$ cat src/first_match_type_classifier_counter_top_assert.svh
// ----------------------------------------------------------------------------
// Assertion macros for the first-match classifier
// Concurrent checks that compile away when SYNTHESIS is defined.
// ----------------------------------------------------------------------------
`ifndef FIRST_MATCH_TYPE_CLASSIFIER_COUNTER_TOP_ASSERT_SVH
`define FIRST_MATCH_TYPE_CLASSIFIER_COUNTER_TOP_ASSERT_SVH

`ifndef SYNTHESIS
// same-cycle implication
`define FMTC_ASSERT_IMP(lbl, clk, rst_n, ante, cons) \
  lbl: assert property (@(posedge clk) disable iff (!(rst_n)) (ante) |-> (cons)) \
    else $error("fmtc assertion failed");
// next-cycle implication
`define FMTC_ASSERT_NXT(lbl, clk, rst_n, ante, cons) \
  lbl: assert property (@(posedge clk) disable iff (!(rst_n)) (ante) |=> (cons)) \
    else $error("fmtc assertion failed");
`else
`define FMTC_ASSERT_IMP(lbl, clk, rst_n, ante, cons)
`define FMTC_ASSERT_NXT(lbl, clk, rst_n, ante, cons)
`endif

`endif

$ cat src/fmtc_pkg.sv
// ----------------------------------------------------------------------------
// fmtc_pkg
// Types and constants shared by the first-match classifier.
// ----------------------------------------------------------------------------
`timescale 1ns / 1ps
`default_nettype none

package fmtc_pkg;

  localparam int unsigned MODE_W        = 2;
  localparam int unsigned TYPE_W        = 32;
  localparam int unsigned IDX_FIELD_W   = 3;
  localparam int unsigned KIND_W        = 3;
  localparam int unsigned COUNT_W       = 32;
  localparam int unsigned NUM_RULES_DEF = 8;

  typedef enum logic [MODE_W-1:0] {
    MODE_CLASSIFY = 2'd0,
    MODE_LOAD     = 2'd1,
    MODE_READ     = 2'd2
  } mode_e;

  typedef enum logic [KIND_W-1:0] {
    KIND_UNUSED      = 3'd0,
    KIND_ANY         = 3'd1,
    KIND_SRC         = 3'd2,
    KIND_DST         = 3'd3,
    KIND_SRC_AND_DST = 3'd4,
    KIND_SRC_OR_DST  = 3'd5,
    KIND_NEXT        = 3'd6
  } kind_e;

  // per-lane strobes from the top level
  typedef struct packed {
    logic load;
    logic incr;
  } lane_ctrl_t;

endpackage

`default_nettype wire

$ cat src/fmtc_rule_lane.sv
// ----------------------------------------------------------------------------
// fmtc_rule_lane
// One rule slot: stored kind and operands, match compare, hit counter.
// ----------------------------------------------------------------------------
`timescale 1ns / 1ps
`default_nettype none

module fmtc_rule_lane (
  input  wire logic                           clk_i,
  input  wire logic                           rst_ni,
  input  wire fmtc_pkg::lane_ctrl_t           ctrl_i,
  input  wire logic [fmtc_pkg::KIND_W-1:0]    kind_i,
  input  wire logic [fmtc_pkg::TYPE_W-1:0]    src_type_i,
  input  wire logic [fmtc_pkg::TYPE_W-1:0]    dst_type_i,
  input  wire logic [fmtc_pkg::TYPE_W-1:0]    next_type_i,
  output logic                                hit_o,
  output logic [fmtc_pkg::COUNT_W-1:0]        count_o
);
  import fmtc_pkg::*;

  logic [KIND_W-1:0]  kind_q;
  logic [TYPE_W-1:0]  src_q, dst_q, next_q;
  logic [COUNT_W-1:0] count_q;
  logic               src_eq, dst_eq, next_eq;

  always_ff @(posedge clk_i or negedge rst_ni) begin
    if (!rst_ni) begin
      kind_q  <= KIND_UNUSED;
      count_q <= '0;
    end else begin
      if (ctrl_i.load) begin
        kind_q <= kind_i;
      end
      if (ctrl_i.incr) begin
        count_q <= count_q + COUNT_W'(1);
      end
    end
  end

  // operand compares only take effect once the slot has a real kind
  always_ff @(posedge clk_i) begin
    if (ctrl_i.load) begin
      src_q  <= src_type_i;
      dst_q  <= dst_type_i;
      next_q <= next_type_i;
    end
  end

  assign src_eq  = (src_type_i == src_q);
  assign dst_eq  = (dst_type_i == dst_q);
  assign next_eq = (next_type_i == next_q);

  always_comb begin
    case (kind_e'(kind_q))
      KIND_ANY:         hit_o = 1'b1;
      KIND_SRC:         hit_o = src_eq;
      KIND_DST:         hit_o = dst_eq;
      KIND_SRC_AND_DST: hit_o = src_eq && dst_eq;
      KIND_SRC_OR_DST:  hit_o = src_eq || dst_eq;
      KIND_NEXT:        hit_o = next_eq;
      default:          hit_o = 1'b0;
    endcase
  end

  assign count_o = count_q;

endmodule

`default_nettype wire

$ cat src/first_match_type_classifier_counter_top.sv
// ----------------------------------------------------------------------------
// first_match_type_classifier_counter_top
// First-match rule classifier with a wrapping hit counter per rule.
// ----------------------------------------------------------------------------
//
//   channel   signals                            direction
//   -------   --------------------------------   ---------
//   in        in_valid_i / in_stall_o + fields   word into the block
//   out       out_valid_o / out_stall_i + fields word out of the block
//
// One word enters per cycle while in_stall_o is low; the input register loads
// on the accepting edge and the result register when the word fires, which a
// stall on out can delay.
// The compare / priority-encode / counter update logic is a single combinational
// path between the input register and the result register.
// Reset clears rule kinds (all slots unused) and all hit counters at once.
// A stall on out holds the result register and backs up to in_stall_o.
// ----------------------------------------------------------------------------
`timescale 1ns / 1ps
`default_nettype none

module first_match_type_classifier_counter_top #(
  parameter int unsigned NUM_RULES = fmtc_pkg::NUM_RULES_DEF
) (
  input  wire logic                               clk_i,
  input  wire logic                               rst_ni,
  input  wire logic                               in_valid_i,
  output logic                                    in_stall_o,
  input  wire logic [fmtc_pkg::MODE_W-1:0]        mode_i,
  input  wire logic [fmtc_pkg::TYPE_W-1:0]        src_type_i,
  input  wire logic [fmtc_pkg::TYPE_W-1:0]        dst_type_i,
  input  wire logic [fmtc_pkg::TYPE_W-1:0]        next_type_i,
  input  wire logic [fmtc_pkg::IDX_FIELD_W-1:0]   entry_index_i,
  input  wire logic [fmtc_pkg::KIND_W-1:0]        entry_kind_i,
  output logic                                    out_valid_o,
  input  wire logic                               out_stall_i,
  output logic                                    matched_o,
  output logic [fmtc_pkg::IDX_FIELD_W-1:0]        match_index_o,
  output logic [fmtc_pkg::COUNT_W-1:0]            count_value_o
);
  import fmtc_pkg::*;

  // ---- input register ----
  logic                   pipe_valid_q, pipe_valid_d;
  logic [MODE_W-1:0]      mode_q;
  logic [TYPE_W-1:0]      src_q, dst_q, next_q;
  logic [IDX_FIELD_W-1:0] idx_q;
  logic [KIND_W-1:0]      kind_q;

  // ---- result register ----
  logic                   out_valid_q, out_valid_d;
  logic                   matched_q, matched_d;
  logic [IDX_FIELD_W-1:0] match_index_q, match_index_d;
  logic [COUNT_W-1:0]     count_q, count_d;

  logic in_accept;
  logic advance;
  logic fire;
  logic classify_fire;

  logic [NUM_RULES-1:0]   hit_vec;
  logic [NUM_RULES-1:0]   first_vec;
  logic [NUM_RULES-1:0]   read_sel;
  logic [NUM_RULES-1:0]   incr_vec;
  logic [COUNT_W-1:0]     lane_count [NUM_RULES];
  lane_ctrl_t             lane_ctrl  [NUM_RULES];

  logic                   any_hit;
  logic [IDX_FIELD_W-1:0] hit_index;
  logic [COUNT_W-1:0]     hit_count;
  logic [COUNT_W-1:0]     read_count;

  // result register frees up when empty or being drained
  assign advance    = !out_valid_q || !out_stall_i;
  assign fire       = pipe_valid_q && advance;
  assign in_stall_o = pipe_valid_q && !advance;
  assign in_accept  = in_valid_i && !in_stall_o;

  always_comb begin
    if (in_accept) begin
      pipe_valid_d = 1'b1;
    end else if (advance) begin
      pipe_valid_d = 1'b0;
    end else begin
      pipe_valid_d = pipe_valid_q;
    end
  end

  always_ff @(posedge clk_i or negedge rst_ni) begin
    if (!rst_ni) begin
      pipe_valid_q <= 1'b0;
      out_valid_q  <= 1'b0;
    end else begin
      pipe_valid_q <= pipe_valid_d;
      out_valid_q  <= out_valid_d;
    end
  end

  always_ff @(posedge clk_i) begin
    if (in_accept) begin
      mode_q <= mode_i;
      src_q  <= src_type_i;
      dst_q  <= dst_type_i;
      next_q <= next_type_i;
      idx_q  <= entry_index_i;
      kind_q <= entry_kind_i;
    end
  end

  // ---- rule lanes ----
  for (genvar i = 0; i < NUM_RULES; i++) begin : g_lane
    assign read_sel[i]       = (32'(idx_q) == 32'(i));
    assign lane_ctrl[i].load = fire && (mode_e'(mode_q) == MODE_LOAD) && read_sel[i];
    assign lane_ctrl[i].incr = incr_vec[i];

    fmtc_rule_lane u_lane (
      .clk_i       (clk_i),
      .rst_ni      (rst_ni),
      .ctrl_i      (lane_ctrl[i]),
      .kind_i      (kind_q),
      .src_type_i  (src_q),
      .dst_type_i  (dst_q),
      .next_type_i (next_q),
      .hit_o       (hit_vec[i]),
      .count_o     (lane_count[i])
    );
  end

  // priority pick: lowest-numbered hit wins
  always_comb begin
    logic found;
    found     = 1'b0;
    first_vec = '0;
    for (int i = 0; i < NUM_RULES; i++) begin
      first_vec[i] = hit_vec[i] && !found;
      found        = found || hit_vec[i];
    end
  end

  assign any_hit       = |hit_vec;
  assign classify_fire = fire && (mode_e'(mode_q) == MODE_CLASSIFY);
  assign incr_vec      = classify_fire ? first_vec : '0;

  // one-hot muxes for winner index/count and read-back count
  always_comb begin
    hit_index  = '0;
    hit_count  = '0;
    read_count = '0;
    for (int i = 0; i < NUM_RULES; i++) begin
      if (first_vec[i]) begin
        hit_index = hit_index | IDX_FIELD_W'(i);
        hit_count = hit_count | lane_count[i];
      end
      if (read_sel[i]) begin
        read_count = read_count | lane_count[i];
      end
    end
  end

  // ---- result formation ----
  always_comb begin
    matched_d     = 1'b0;
    match_index_d = '0;
    count_d       = '0;
    case (mode_e'(mode_q))
      MODE_CLASSIFY: begin
        if (any_hit) begin
          matched_d     = 1'b1;
          match_index_d = hit_index;
          count_d       = hit_count + COUNT_W'(1);
        end
      end
      MODE_READ: begin
        count_d = read_count;
      end
      default: begin
        count_d = '0;
      end
    endcase
  end

  always_comb begin
    if (fire) begin
      out_valid_d = 1'b1;
    end else if (out_stall_i) begin
      out_valid_d = out_valid_q;
    end else begin
      out_valid_d = 1'b0;
    end
  end

  always_ff @(posedge clk_i) begin
    if (fire) begin
      matched_q     <= matched_d;
      match_index_q <= match_index_d;
      count_q       <= count_d;
    end
  end

  assign out_valid_o   = out_valid_q;
  assign matched_o     = matched_q;
  assign match_index_o = match_index_q;
  assign count_value_o = count_q;

  // ---- checks ----
`include "first_match_type_classifier_counter_top_assert.svh"

  // at most one counter bumps per word, exactly one on a classify hit
  `FMTC_ASSERT_IMP(a_incr_onehot0, clk_i, rst_ni, 1'b1, $onehot0(incr_vec))
  `FMTC_ASSERT_IMP(a_hit_incr, clk_i, rst_ni, classify_fire && any_hit, $onehot(incr_vec))
  // a held result blocks the input stage from moving
  `FMTC_ASSERT_NXT(a_hold, clk_i, rst_ni, in_stall_o, pipe_valid_q && $stable(mode_q))

endmodule

`default_nettype wire
$ cat config.mk
export PLATFORM = sky130hd
export DESIGN_NAME = first_match_type_classifier_counter_top
export DESIGN_NICKNAME = d
export VERILOG_FILES = /design/src/fmtc_pkg.sv /design/src/fmtc_rule_lane.sv /design/src/first_match_type_classifier_counter_top.sv
export VERILOG_INCLUDE_DIRS = /design/src /design/src/src
export SDC_FILE = /design/constraint.sdc
export NUM_CORES = 2
export LEC_CHECK = 0
export ABC_AREA = 1
export BUFFER_PORTS_ARGS = -buffer_cell sky130_fd_sc_hd__buf_2
export CAP_MARGIN = 15
export CORE_MARGIN = 5
export CORE_UTILIZATION = 50
export CTS_BUF_LIST = sky130_fd_sc_hd__clkbuf_8
export DETAILED_ROUTE_END_ITERATION = 8
export GPL_TIMING_DRIVEN = 1
export HOLD_SLACK_MARGIN = 0.15
export PLACE_DENSITY = 0.66
export RECOVER_POWER = 25
export SETUP_SLACK_MARGIN = 0.3
export SLEW_MARGIN = 20
export SYNTH_ARGS = -nofsm -noshare
export SYNTH_HDL_FRONTEND = slang
export SYNTH_SLANG_ARGS = --single-unit
$ cat constraint.sdc
create_clock -name clk_i -period 11.3 [get_ports clk_i]
set_clock_uncertainty 0.15 [all_clocks]
set_input_delay 2.825 -clock clk_i [delete_from_list [all_inputs] [get_ports clk_i]]
set_output_delay 2.825 -clock clk_i [all_outputs]
set_load 0.03 [all_outputs]
==> results.ini <==
[logic_synthesis]
yosysUniqueCellTypes = 66
synth_mux_area_frac = 0.000388
ys.flop_type = edfxtp_1
ys_async_sr_fraction = 0.237
yosys.area_share.adder = 0.00194
synth_cells = 5564
synth-simple-area-share = 0.206
ys_ff_latch = 1190
netlist_area_um2 = 58000
yosysTopAreaCell = edfxtp_1
synth_nets = 5681
synth_xor_xnor_area_share = 0.113
synth_top_cell_area_share = 0.470
syn_avg_cell_area_um2 = 10.4
ys_seq_area_frac = 0.592
synth_warnings = 0
synth_area_leaders = edfxtp_1, dfrtp_1, nand2_1, xnor2_1, xor2_1
synth_top_family_by_area = simple AND/OR/NAND/NOR gates
synth_edf_count = 908
synth_compound_area_frac = 0.0360

[placement]
dp_hpwl_um = 110000
port_buffers = 145
place_congestion = 0.981

[pwr]
peakVddDrop_mv = 0.125
fin_total_pwr_mw = 10.2
power_density_nw_per_um2 = 160
power_leakage_nw = 25.5

[timing]
setup_viol = 0
worst_pin_slew_ns = 1.35
fmax_mhz = 158
rsz0062_at_grt = no
fin_crit_sh = 0.560
slew_violations = 0
setup_tns_ns = 0
period_needed_ns = 6.32
slew_headroom = 0.102
hold_viol_final = 0

[cts]
cts_buffer_depth = 3
clk_latency_ns = 0.93
cts-buffers-inserted = 198
cts_hold_buf = 0
cts_setup_buffers = 0
htreeDepth = 4
clockRootBuffer = clkbuf_8
cts_tree = built
cts-resized-gates = 0
path_clk_slew_ns = 0.05
cts_num_sinks = 1190

[die]
die_area_um2 = 123000
pin_count = 146
dieWidth_um = 351
rows = 125
start_util = 0.501
die_y_um = 351
coreArea_um2 = 116000

[finish]
areaGrowthSynthToFinish_pct = 10.4
fillers = 10100
drive_gt1_frac = 0.123
multiInputGateArea_um2 = 20800
seqCellArea_um2 = 34300
nets = 5930
layout_common_cells = nand2_1, edfxtp_1, inv_1
layout_commonest_cell = nand2_1

[drt]
vias_per_cell = 5.40
drc = 0
ant_nets = 0
drt_wl_total_um = 158000
dr.first_iter.drc_count = 3825
first_pass_iters = 5
wire_per_inst_um = 21.0
vias = 40600

[global_route]
grt_pass1_vias = 39300
antenna_found_initial = 6
grt_use_total = 0.255
grt_max_degree = 91
grt.overflow.total = 0
grt_pass1_wl_um = 238000

[setup_path]
crit_required_ns = 8.33
setup.worst_path.end_class = primary output
worst-setup-path-type = in2out
worstPathArrival_ns = 3.35
critPathMaxFanout = 2
startpoint_type = input pin

[status]
run_status = finished, final reports clean

[flow_run]
cap_violations = 0

[worst_hold_path]
min_path_type = reg2reg

==> critical path: stages <==
cell and delay (ns):
buf_2 0.12, nand2_1 0.07, nor2_1 0.12, buf_2 0.21
==> cell usage after synthesis (4+ instances only) <==
library cell,n
o41ai_1,16
nand3_1,325
xnor2_1,397
a211oi_1,8
o22ai_1,87
dfrtp_1,282
o2111ai_1,12
inv_1,476
nor3_1,127
a22oi_1,11
o21ai_1,6
nand4_2,4
nor2_1,518
nand3b_1,6
nor2_2,42
nor3b_1,5
nand2_1,1165
or2_2,73
ha_1,9
nor2_4,19
xor2_1,351
clkbuf_1,32
buf_2,52
o21ai_0,125
a221oi_1,15
nor3_2,7
or2_1,28
buf_6,9
inv_2,38
nand2_4,4
buf_1,5
or2_0,9
nand2_2,26
nand4_1,131
clkinv_1,4
o211ai_1,9
nor4_1,52
a21oi_1,26
buf_4,68
nand3_2,31
nand3_4,4
nor2_8,6
edfxtp_1,908
==> logic make-up after synthesis <==
logic type               Yosys count
AND/OR/NAND/NOR                 2594
flip-flops                      1190
XOR/XNOR                         748
buffers and inverters            687
AO/OA/AOI/OAI                    334
adder cells (fa/ha/maj)            9
multiplexers                       2
==> flip-flops by register name, indices dropped and copies added (netlist names), 32 cells and up <==
name and cells:
dst_q 32, g_lane.u_lane.count_o 256, g_lane.u_lane.src_q 256, g_lane.u_lane.next_q 256, next_q 32, g_lane.u_lane.dst_q 256, count_value_o 32, src_q 32
==> path summary, 6_finish.rpt <==
path	startpoint	to	slack, ns	depth (start not counted)
worst max register to register	next_q[7]	count_value_o[28]	4.98	24
worst min register to register	g_lane[5].u_lane.count_o[30]	g_lane[5].u_lane.count_o[30]	0.32	1
worst min-delay path	g_lane[5].u_lane.count_o[30]	g_lane[5].u_lane.count_o[30]	0.32	1
min in group asynchronous	rst_ni	g_lane[5].u_lane.count_o[25]	1.78	1
max in group asynchronous	rst_ni	g_lane[7].u_lane.count_o[26]	7.73	2
worst max-delay path	out_stall_i	in_stall_o	4.98	4
==> power by group <==
group	leakage [nW]	internal, mW	switching, mW
combinational	11.8	0.409	1.04
sequential	11.5	4.90	0.203
clock	2.27	1.92	1.78
total	25.5	7.23	3.02
==> cell type report <==
| type | instances | area share |
|---|---|---|
| Antenna cell | 9 | 0.000352 |
| Multi-Input combinational cell | 3687 | 0.325 |
| Inverter | 520 | 0.0306 |
| Tap cell | 1524 | 0.0298 |
| Clock inverter | 134 | 0.0114 |
| Sequential cell | 1190 | 0.536 |
| Clock buffer | 228 | 0.0490 |
| Timing Repair Buffer | 216 | 0.0182 |
==> through the flow <==
step	cell area [um^2]	std cells	setup slack [ns]	hold slack, ns	utilization
2_1_floorplan	58000	5564	0.726	0.283	-
3_3_place_gp	60300	7136	4.94	0.308	0.521
3_5_place_dp	60300	7136	4.84	0.310	0.521
4_1_cts	64100	7498	4.97	0.325	0.554
5_1_grt	64100	7507	4.60	0.345	0.554
6_report	64100	7508	4.98	0.315	0.554
==> per-layer routing <==
metal | vias up | share of wire | track usage | wire length [um]
li1 | 19200 | - | - | -
met1 | 19500 | 0.42 | 0.350 | 66700
met2 | 1579 | 0.46 | 0.399 | 71900
met3 | 338 | 0.074 | 0.0448 | 11600
met4 | 0 | 0.047 | 0.120 | 7360
met5 | - | 0 | 0 | 0
(Power assumes the default switching activity.)
